[src/rtl/core/lse_pkg.sv]
package lse_pkg;

    // Field widths
    localparam int PIX_W     = 8;
    localparam int BPP_W     = 4;
    localparam int DIM_W     = 10;
    localparam int CNT_W     = 18;
    localparam int CFG_IDX_W = 2;
    localparam int BYTE_BITS = 8;

    // Stream data widths, padded to whole bytes
    localparam int S_DATA_W  = 16;
    localparam int M_DATA_W  = 32;

    localparam logic [CNT_W-1:0] COUNT_MAX   = {CNT_W{1'b1}};
    localparam logic [DIM_W-1:0] WIDTH_RST   = 10'd512;
    localparam logic [DIM_W-1:0] HEIGHT_RST  = 10'd512;

    // Configuration register indexes
    typedef enum logic [CFG_IDX_W-1:0] {
        CFG_BITS_PER_PIXEL = 2'd0,
        CFG_GRID_SPACING   = 2'd1,
        CFG_IMAGE_WIDTH    = 2'd2,
        CFG_IMAGE_HEIGHT   = 2'd3
    } t_cfg_reg;

endpackage

[src/rtl/core/lsb_stego_extractor_core.sv]
// Channel   Dir  Beat contents
// s_axis    in   tdata[7:0] original_pixel, tdata[15:8] stego_pixel; tuser image_start
// m_axis    out  tdata[7:0] message_char, tdata[25:8] char_count; tuser char_valid;
//                tlast image_done
// cfg       in   i_cfg_we, i_cfg_addr (register index), i_cfg_data
//
// One pixel pair per cycle: the position/phase counters and the byte
// accumulator update in the cycle of the input beat, and the result lands in
// the output register. Throughput is one beat per cycle as long as the
// output register is drained. The input stalls only while a result sits in
// the output register and the sink holds tready low.
// Synchronous active-low reset clears all counters and loads register defaults.
module lsb_stego_extractor_core #(
    parameter int MAX_DIM = 512
) (
    input  logic                          i_clk,
    input  logic                          i_rst_n,
    // Configuration write port
    input  logic                          i_cfg_we,
    input  logic [lse_pkg::CFG_IDX_W-1:0] i_cfg_addr,
    input  logic [lse_pkg::DIM_W-1:0]     i_cfg_data,
    // Pixel pair input
    input  logic                          i_s_axis_tvalid,
    output logic                          o_s_axis_tready,
    input  logic [lse_pkg::S_DATA_W-1:0]  i_s_axis_tdata,  // [7:0] original, [15:8] stego
    input  logic                          i_s_axis_tuser,  // image_start
    // Result output
    output logic                          o_m_axis_tvalid,
    input  logic                          i_m_axis_tready,
    output logic [lse_pkg::M_DATA_W-1:0]  o_m_axis_tdata,  // [7:0] char, [25:8] count
    output logic                          o_m_axis_tuser,  // char_valid
    output logic                          o_m_axis_tlast   // image_done
);
    import lse_pkg::*;

    localparam int POS_W = (MAX_DIM > 1) ? $clog2(MAX_DIM) : 1;
    localparam int CMP_W = ((POS_W > DIM_W) ? POS_W : DIM_W) + 1;
    localparam logic [CMP_W-1:0] DIM_LIMIT = CMP_W'(MAX_DIM);

    // Configuration registers
    logic [BPP_W-1:0] r_bpp;
    logic [DIM_W-1:0] r_spacing;
    logic [DIM_W-1:0] r_width;
    logic [DIM_W-1:0] r_height;

    // Image state
    logic [POS_W-1:0] r_row, r_col, r_row_ph, r_col_ph;
    logic             r_hdr_skipped;
    logic [PIX_W-1:0] r_acc;
    logic [BPP_W-1:0] r_bits;
    logic             r_stopped;
    logic [CNT_W-1:0] r_count;

    logic [POS_W-1:0] n_row, n_col, n_row_ph, n_col_ph;
    logic             n_hdr_skipped;
    logic [PIX_W-1:0] n_acc;
    logic [BPP_W-1:0] n_bits;
    logic             n_stopped;
    logic [CNT_W-1:0] n_count;

    // Output register
    logic             r_out_valid, r_char_valid, r_done;
    logic [PIX_W-1:0] r_char;
    logic [CNT_W-1:0] r_out_count;
    logic             n_emit, n_done;
    logic [PIX_W-1:0] n_char;

    // Working values
    logic             accept;
    logic [POS_W-1:0] c_row, c_col, c_row_ph, c_col_ph;
    logic             c_hdr, c_stopped;
    logic [PIX_W-1:0] c_acc;
    logic [BPP_W-1:0] c_bits;
    logic [CNT_W-1:0] c_count;
    logic [CMP_W-1:0] w_clamp, h_clamp, d_ext, d_m1;
    logic             hide, last_col, last_row;
    logic [BPP_W:0]   total;
    logic [PIX_W-1:0] diff, mask, chunk, acc_merged;
    logic [CMP_W-1:0] col_inc, row_inc, col_ph_inc, row_ph_inc;

    assign accept          = i_s_axis_tvalid && o_s_axis_tready;
    assign o_s_axis_tready = !r_out_valid || i_m_axis_tready;

    // Configuration writes
    always_ff @(posedge i_clk) begin
        if (!i_rst_n) begin
            r_bpp     <= '0;
            r_spacing <= '0;
            r_width   <= WIDTH_RST;
            r_height  <= HEIGHT_RST;
        end else if (i_cfg_we) begin
            unique case (t_cfg_reg'(i_cfg_addr))
                CFG_BITS_PER_PIXEL: r_bpp     <= i_cfg_data[BPP_W-1:0];
                CFG_GRID_SPACING:   r_spacing <= i_cfg_data;
                CFG_IMAGE_WIDTH:    r_width   <= i_cfg_data;
                CFG_IMAGE_HEIGHT:   r_height  <= i_cfg_data;
                default: ;
            endcase
        end
    end

    // Clamp dimensions to 1..MAX_DIM
    always_comb begin
        w_clamp = CMP_W'(r_width);
        if (w_clamp == '0)           w_clamp = CMP_W'(1);
        else if (w_clamp > DIM_LIMIT) w_clamp = DIM_LIMIT;
        h_clamp = CMP_W'(r_height);
        if (h_clamp == '0)           h_clamp = CMP_W'(1);
        else if (h_clamp > DIM_LIMIT) h_clamp = DIM_LIMIT;
    end

    assign d_ext = CMP_W'(r_spacing);
    assign d_m1  = d_ext - CMP_W'(1);

    // Image start clears state before the pixel is handled
    always_comb begin
        if (i_s_axis_tuser) begin
            c_row = '0; c_col = '0; c_row_ph = '0; c_col_ph = '0;
            c_hdr = 1'b0; c_stopped = 1'b0; c_acc = '0; c_bits = '0; c_count = '0;
        end else begin
            c_row = r_row; c_col = r_col; c_row_ph = r_row_ph; c_col_ph = r_col_ph;
            c_hdr = r_hdr_skipped; c_stopped = r_stopped; c_acc = r_acc;
            c_bits = r_bits; c_count = r_count;
        end
    end

    // Hiding pixel test and chunk extraction
    assign hide = (r_bpp != '0) && (r_spacing != '0)
               && (CMP_W'(c_row_ph) == d_m1) && (CMP_W'(c_col_ph) == d_m1);
    assign total      = (BPP_W+1)'(c_bits) + (BPP_W+1)'(r_bpp);
    assign diff       = i_s_axis_tdata[S_DATA_W-1:PIX_W] - i_s_axis_tdata[PIX_W-1:0];
    assign mask       = PIX_W'((16'd1 << r_bpp) - 16'd1);
    assign chunk      = diff & mask;
    assign acc_merged = c_acc | PIX_W'(chunk << c_bits);

    // Byte assembly
    always_comb begin
        n_hdr_skipped = c_hdr;
        n_stopped     = c_stopped;
        n_acc         = c_acc;
        n_bits        = c_bits;
        n_count       = c_count;
        n_emit        = 1'b0;
        n_char        = '0;
        if (hide) begin
            if (!c_hdr) begin
                n_hdr_skipped = 1'b1;
            end else if (!c_stopped) begin
                if (total > (BPP_W+1)'(BYTE_BITS)) begin
                    n_stopped = 1'b1;
                end else if (total == (BPP_W+1)'(BYTE_BITS)) begin
                    if (acc_merged != '0) begin
                        n_emit = 1'b1;
                        n_char = acc_merged;
                        if (c_count != COUNT_MAX) n_count = c_count + CNT_W'(1);
                        n_acc  = '0;
                        n_bits = '0;
                    end else begin
                        n_acc     = acc_merged;
                        n_stopped = 1'b1;
                    end
                end else begin
                    n_acc  = acc_merged;
                    n_bits = total[BPP_W-1:0];
                end
            end
        end
    end

    // Raster position advance
    assign col_inc    = CMP_W'(c_col) + CMP_W'(1);
    assign row_inc    = CMP_W'(c_row) + CMP_W'(1);
    assign col_ph_inc = CMP_W'(c_col_ph) + CMP_W'(1);
    assign row_ph_inc = CMP_W'(c_row_ph) + CMP_W'(1);
    assign last_col   = col_inc >= w_clamp;
    assign last_row   = row_inc >= h_clamp;
    assign n_done     = last_col && last_row;

    always_comb begin
        n_row    = c_row;
        n_col    = c_col;
        n_row_ph = c_row_ph;
        n_col_ph = c_col_ph;
        if (n_done) begin
            n_row = '0; n_col = '0; n_row_ph = '0; n_col_ph = '0;
        end else if (last_col) begin
            n_col    = '0;
            n_col_ph = '0;
            n_row    = row_inc[POS_W-1:0];
            n_row_ph = (row_ph_inc >= d_ext) ? '0 : row_ph_inc[POS_W-1:0];
        end else begin
            n_col    = col_inc[POS_W-1:0];
            n_col_ph = (col_ph_inc >= d_ext) ? '0 : col_ph_inc[POS_W-1:0];
        end
    end

    // State update per accepted beat
    always_ff @(posedge i_clk) begin
        if (!i_rst_n) begin
            r_row <= '0; r_col <= '0; r_row_ph <= '0; r_col_ph <= '0;
            r_hdr_skipped <= 1'b0; r_acc <= '0; r_bits <= '0;
            r_stopped <= 1'b0; r_count <= '0;
        end else if (accept) begin
            r_row    <= n_row;
            r_col    <= n_col;
            r_row_ph <= n_row_ph;
            r_col_ph <= n_col_ph;
            if (n_done) begin
                r_hdr_skipped <= 1'b0; r_acc <= '0; r_bits <= '0;
                r_stopped <= 1'b0; r_count <= '0;
            end else begin
                r_hdr_skipped <= n_hdr_skipped;
                r_acc         <= n_acc;
                r_bits        <= n_bits;
                r_stopped     <= n_stopped;
                r_count       <= n_count;
            end
        end
    end

    // Output register
    always_ff @(posedge i_clk) begin
        if (!i_rst_n) begin
            r_out_valid <= 1'b0;
        end else if (accept) begin
            r_out_valid <= n_emit || n_done;
        end else if (i_m_axis_tready) begin
            r_out_valid <= 1'b0;
        end
    end

    always_ff @(posedge i_clk) begin
        if (accept) begin
            r_char_valid <= n_emit;
            r_char       <= n_char;
            r_done       <= n_done;
            r_out_count  <= n_count;
        end
    end

    assign o_m_axis_tvalid = r_out_valid;
    assign o_m_axis_tdata  = {(M_DATA_W-CNT_W-PIX_W)'(0), r_out_count, r_char};
    assign o_m_axis_tuser  = r_char_valid;
    assign o_m_axis_tlast  = r_done;

    // A result is either a character or the end-of-image report
    a_result_reason: assert property (@(posedge i_clk) disable iff (!i_rst_n)
        r_out_valid |-> (r_char_valid || r_done))
        else $error("result beat with neither character nor image end");

    // An emitted character is never the terminating zero byte
    a_char_nonzero: assert property (@(posedge i_clk) disable iff (!i_rst_n)
        (r_out_valid && r_char_valid) |-> (r_char != '0))
        else $error("zero byte emitted as character");

    // Partial byte never holds a full byte
    a_bits_partial: assert property (@(posedge i_clk) disable iff (!i_rst_n)
        r_bits < BPP_W'(BYTE_BITS))
        else $error("bit counter reached a full byte");

endmodule
[config.mk]
export PLATFORM = sky130hd
export DESIGN_NAME = lsb_stego_extractor_core
export DESIGN_NICKNAME = d
export VERILOG_FILES = /design/src/rtl/core/lse_pkg.sv /design/src/rtl/core/lsb_stego_extractor_core.sv
export SDC_FILE = /design/constraint.sdc
export NUM_CORES = 1
export LEC_CHECK = 0
export CAP_MARGIN = 20
export CORE_UTILIZATION = 28
export DETAILED_ROUTE_END_ITERATION = 12
export DONT_BUFFER_PORTS = 1
export SLEW_MARGIN = 25
export SYNTH_ARGS = -nofsm -noshare
export SYNTH_HDL_FRONTEND = slang
export SYNTH_SLANG_ARGS = --single-unit
[constraint.sdc]
create_clock -name i_clk -period 7.6 [get_ports i_clk]
set_clock_uncertainty 0.05 [all_clocks]
set_input_delay 0.76 -clock i_clk [delete_from_list [all_inputs] [get_ports i_clk]]
set_output_delay 0.76 -clock i_clk [all_outputs]
set_load 0.01 [all_outputs]
==> impl_summary.log <==
INFO  metric synth.yosys.seq_area_share = 0.313
INFO  metric timing.max_cap.violations = 0
INFO  metric finalSetupTns = 0 ns
INFO  metric synth.avg_cell_area = 8.01 um2
INFO  metric total_of_endpoints_with_negative_setup_slack_in_the_final_report = 0
INFO  metric place.gp.congestion = 0.915
INFO  metric clock_insertion_delay_worst_skew = 0.43 ns
INFO  metric initial_drt_pass_iterations = 5
INFO  metric die_h = 184 um
INFO  metric via_per_inst = 5.49
INFO  metric cts-root-buf = clkbuf_16
INFO  metric p_per_area = 171 nW/um2
INFO  metric status = finished, final reports clean
INFO  metric finalNetCount = 1220
INFO  metric cts_made_buffers = 17
INFO  metric numClockSinks = 131
INFO  metric hold_path_startpoint = i_rst_n
INFO  metric cts_tree = yes
INFO  metric post-route-cell-area = 10200 um2
INFO  metric end_kind = flip-flop
INFO  metric finalHoldViolCount = 0
INFO  metric dr.first_iter.drc_count = 754
INFO  metric max_slew.worst_pin.slew = 1.02 ns
INFO  metric ys_ff_latch = 131
INFO  metric clock_tree.buffer_depth = 2
INFO  metric clkSlewWorstSetupHoldPaths = 0.06 ns
INFO  metric cts_h_tree_lvls = 4
INFO  metric crit_path_class = reg -> reg
INFO  metric routed_wire_length_per_instance = 17.1 um
INFO  metric placedInstanceArea = 9640 um2
INFO  metric min_cycle_time_layout = 4.53 ns
INFO  metric post_cts_resize_count = 0
INFO  metric worstRegToRegCells = 16
INFO  metric path_max_fanout = 8
INFO  metric antenna_found_initial = 0
INFO  metric regToRegStartpoint = r_row[0]
INFO  metric r2r_slack = 3.07 ns
INFO  metric timing.fmax = 221 MHz
INFO  metric grt-ovfl-total = 0
INFO  metric postCtsSetupBuffers = 0
INFO  metric netlist_instances = 1158
INFO  metric num_vias = 8683
INFO  metric place_hpwl = 19600 um
INFO  metric ys.flop_type = dfxtp_1
INFO  metric whs_endpoint = r_height[9]
INFO  metric peakVddDrop = 0.148 mV
INFO  metric n_antenna_cell = 0
INFO  metric worst_setup_path_start_kind = flip-flop
INFO  metric ios = 70
INFO  metric postRouteWirelength = 27000 um
INFO  metric min_path_cells = 1
INFO  metric fp.dieW = 184 um
INFO  metric hold_path.class = in -> reg
INFO  metric die_area = 33900 um2
INFO  metric place.port_buffers = 0
INFO  metric grt_pass1_vias = 8122
INFO  metric grt_setup_unrepaired = no
INFO  metric critical_path.reg2reg.endpoint = r_row_ph[6]
INFO  metric layout_worst_path_cycle_share = 0.597
INFO  metric layout_overhead_on_the_synthesized_area = 10.0%
INFO  metric floorplan.core_area = 32500 um2
INFO  metric synth_edf_count = 28
INFO  metric post-route-drc-count = 0
INFO  metric floorplan.initialDensity = 0.285
INFO  metric leakage = 0.00377 uW
INFO  metric synth.distinct_cells = 87
INFO  metric final_cell_mix = nand2_1, nor2_1, dfxtp_1
INFO  metric drive_gt1_frac = 0.0632
INFO  metric groute.usage.overall = 0.162
INFO  metric crit_arrival = 4.85 ns
INFO  metric async_flop_share = 0
INFO  metric placementRows = 66
INFO  metric slew_headroom = 0.315
INFO  metric final_common_cell = nand2_1
INFO  metric wire_length_of_the_first_global_routing_pass = 43600 um
INFO  metric drtAntennaViolNets = 0
INFO  metric synthesis.area = 9280 um2
INFO  metric grt_max_degree = 76
INFO  metric worst_path_required_time = 7.92 ns
INFO  metric synth.yosys.warnings = 0
INFO  metric final_max_slew_viol_count = 0
INFO  metric cts.hold.buffers_added = 0
sequential cells by signal (all words and copies together) (netlist names):
signal           flops
r_col_ph             9
r_width             10
o_m_axis_tvalid      1
r_char               8
r_row                9
r_bits               4
r_col                9
r_hdr_skipped        1
r_out_count         18
r_count             18
o_m_axis_tlast       1
r_stopped            1
o_m_axis_tuser       1
r_acc                8
r_spacing           10
r_bpp                4
r_height            10
r_row_ph             9
power breakdown:
part	internal (uW)	switching, uW
combinational	68.9	143
sequential	725	17.1
clock	475	319
final cells by class:
type | instances | area, um2
clock buffer | 23 | 479
clock inverter | 9 | 77.6
fill | 3439 | 22300
inverter | 46 | 173
multi-input combinational | 922 | 5960
sequential | 131 | 2900
tap | 442 | 553
timing repair buffer | 8 | 60.1
synth_stat cells (7+ instances only):
cell	number	area share
a21o_1	15	0.012
ha_1	58	0.078
dfxtp_1	103	0.22
clkbuf_1	50	0.020
nand3_1	51	0.028
nor2b_1	24	0.016
o21ai_0	39	0.021
nand2_1	148	0.060
a21oi_1	81	0.044
buf_4	7	0.0057
a22oi_1	18	0.015
or3_1	22	0.015
nor2_1	106	0.043
o211ai_1	18	0.015
edfxtp_1	28	0.091
nand4_1	10	0.0067
nand2b_1	13	0.0088
and3_1	26	0.018
xnor2_1	22	0.021
mux2i_1	22	0.024
a32o_1	14	0.015
inv_1	42	0.017
xor2_1	14	0.013
nor4_1	20	0.013
o21a_1	11	0.0089
a31oi_1	18	0.012
and2_1	7	0.0047
nor3_1	32	0.017
kinds of logic after synthesis:
kind of cell	share of synthesized area
buf+inv	0.0483
flops	0.313
mux	0.0298
fa+ha+maj	0.0825
compound gates	0.218
xor+xnor	0.0340
simple gates	0.274
other cells	0.000404
metal layers:
layer | part of all wire | vias up | GRT usage
met1 | 0.47 | 4152 | 0.216
li1 | - | 4185 | -
met4 | 0.018 | 0 | 0.0490
met2 | 0.45 | 306 | 0.254
met5 | 0 | - | 0
met3 | 0.069 | 40 | 0.0432
worst max-delay path by stage:
stage,start,to,slack (ns)
2_1_floorplan,i_s_axis_tuser,r_row_ph[2],2.32
3_3_place_gp,i_s_axis_tuser,r_out_count[7],2.91
3_5_place_dp,i_s_axis_tuser,r_row_ph[6],2.86
4_1_cts,r_row[0],r_row_ph[6],3.17
5_1_grt,r_row[0],r_row_ph[7],2.76
6_report,r_row[0],r_row_ph[6],3.07
critical path, stage by stage (launching register included):
cell and delay (ns):
dfxtp_1 0.42, nor2b_1 0.22, ha_1 0.23, nand2_1 0.07
nor3_1 0.25, nand3_1 0.14, xor2_1 0.16, nor2_1 0.14
ha_1 0.26, a22oi_1 0.21, o211ai_1 0.12, o22ai_1 0.54
or2_2 0.31, inv_1 0.14, nor3_1 0.63, and3_1 0.41
a32o_1 0.16
stage by stage:
stage | setup WS [ns] | instances | hold slack, ns | power (uW) | utilization
detailed placement | 2.86 | 1549 | 0.401 | 964 | 0.296
floorplan | 2.32 | 1163 | 0.384 | 917 | -
CTS | 3.17 | 1581 | 0.373 | 1760 | 0.313
finish | 3.07 | 1581 | 0.394 | 1750 | 0.314
global placement | 2.91 | 1549 | 0.395 | 962 | 0.296
global route | 2.76 | 1581 | 0.380 | 1810 | 0.314
Note: power is estimated with default switching activity, not from simulation.
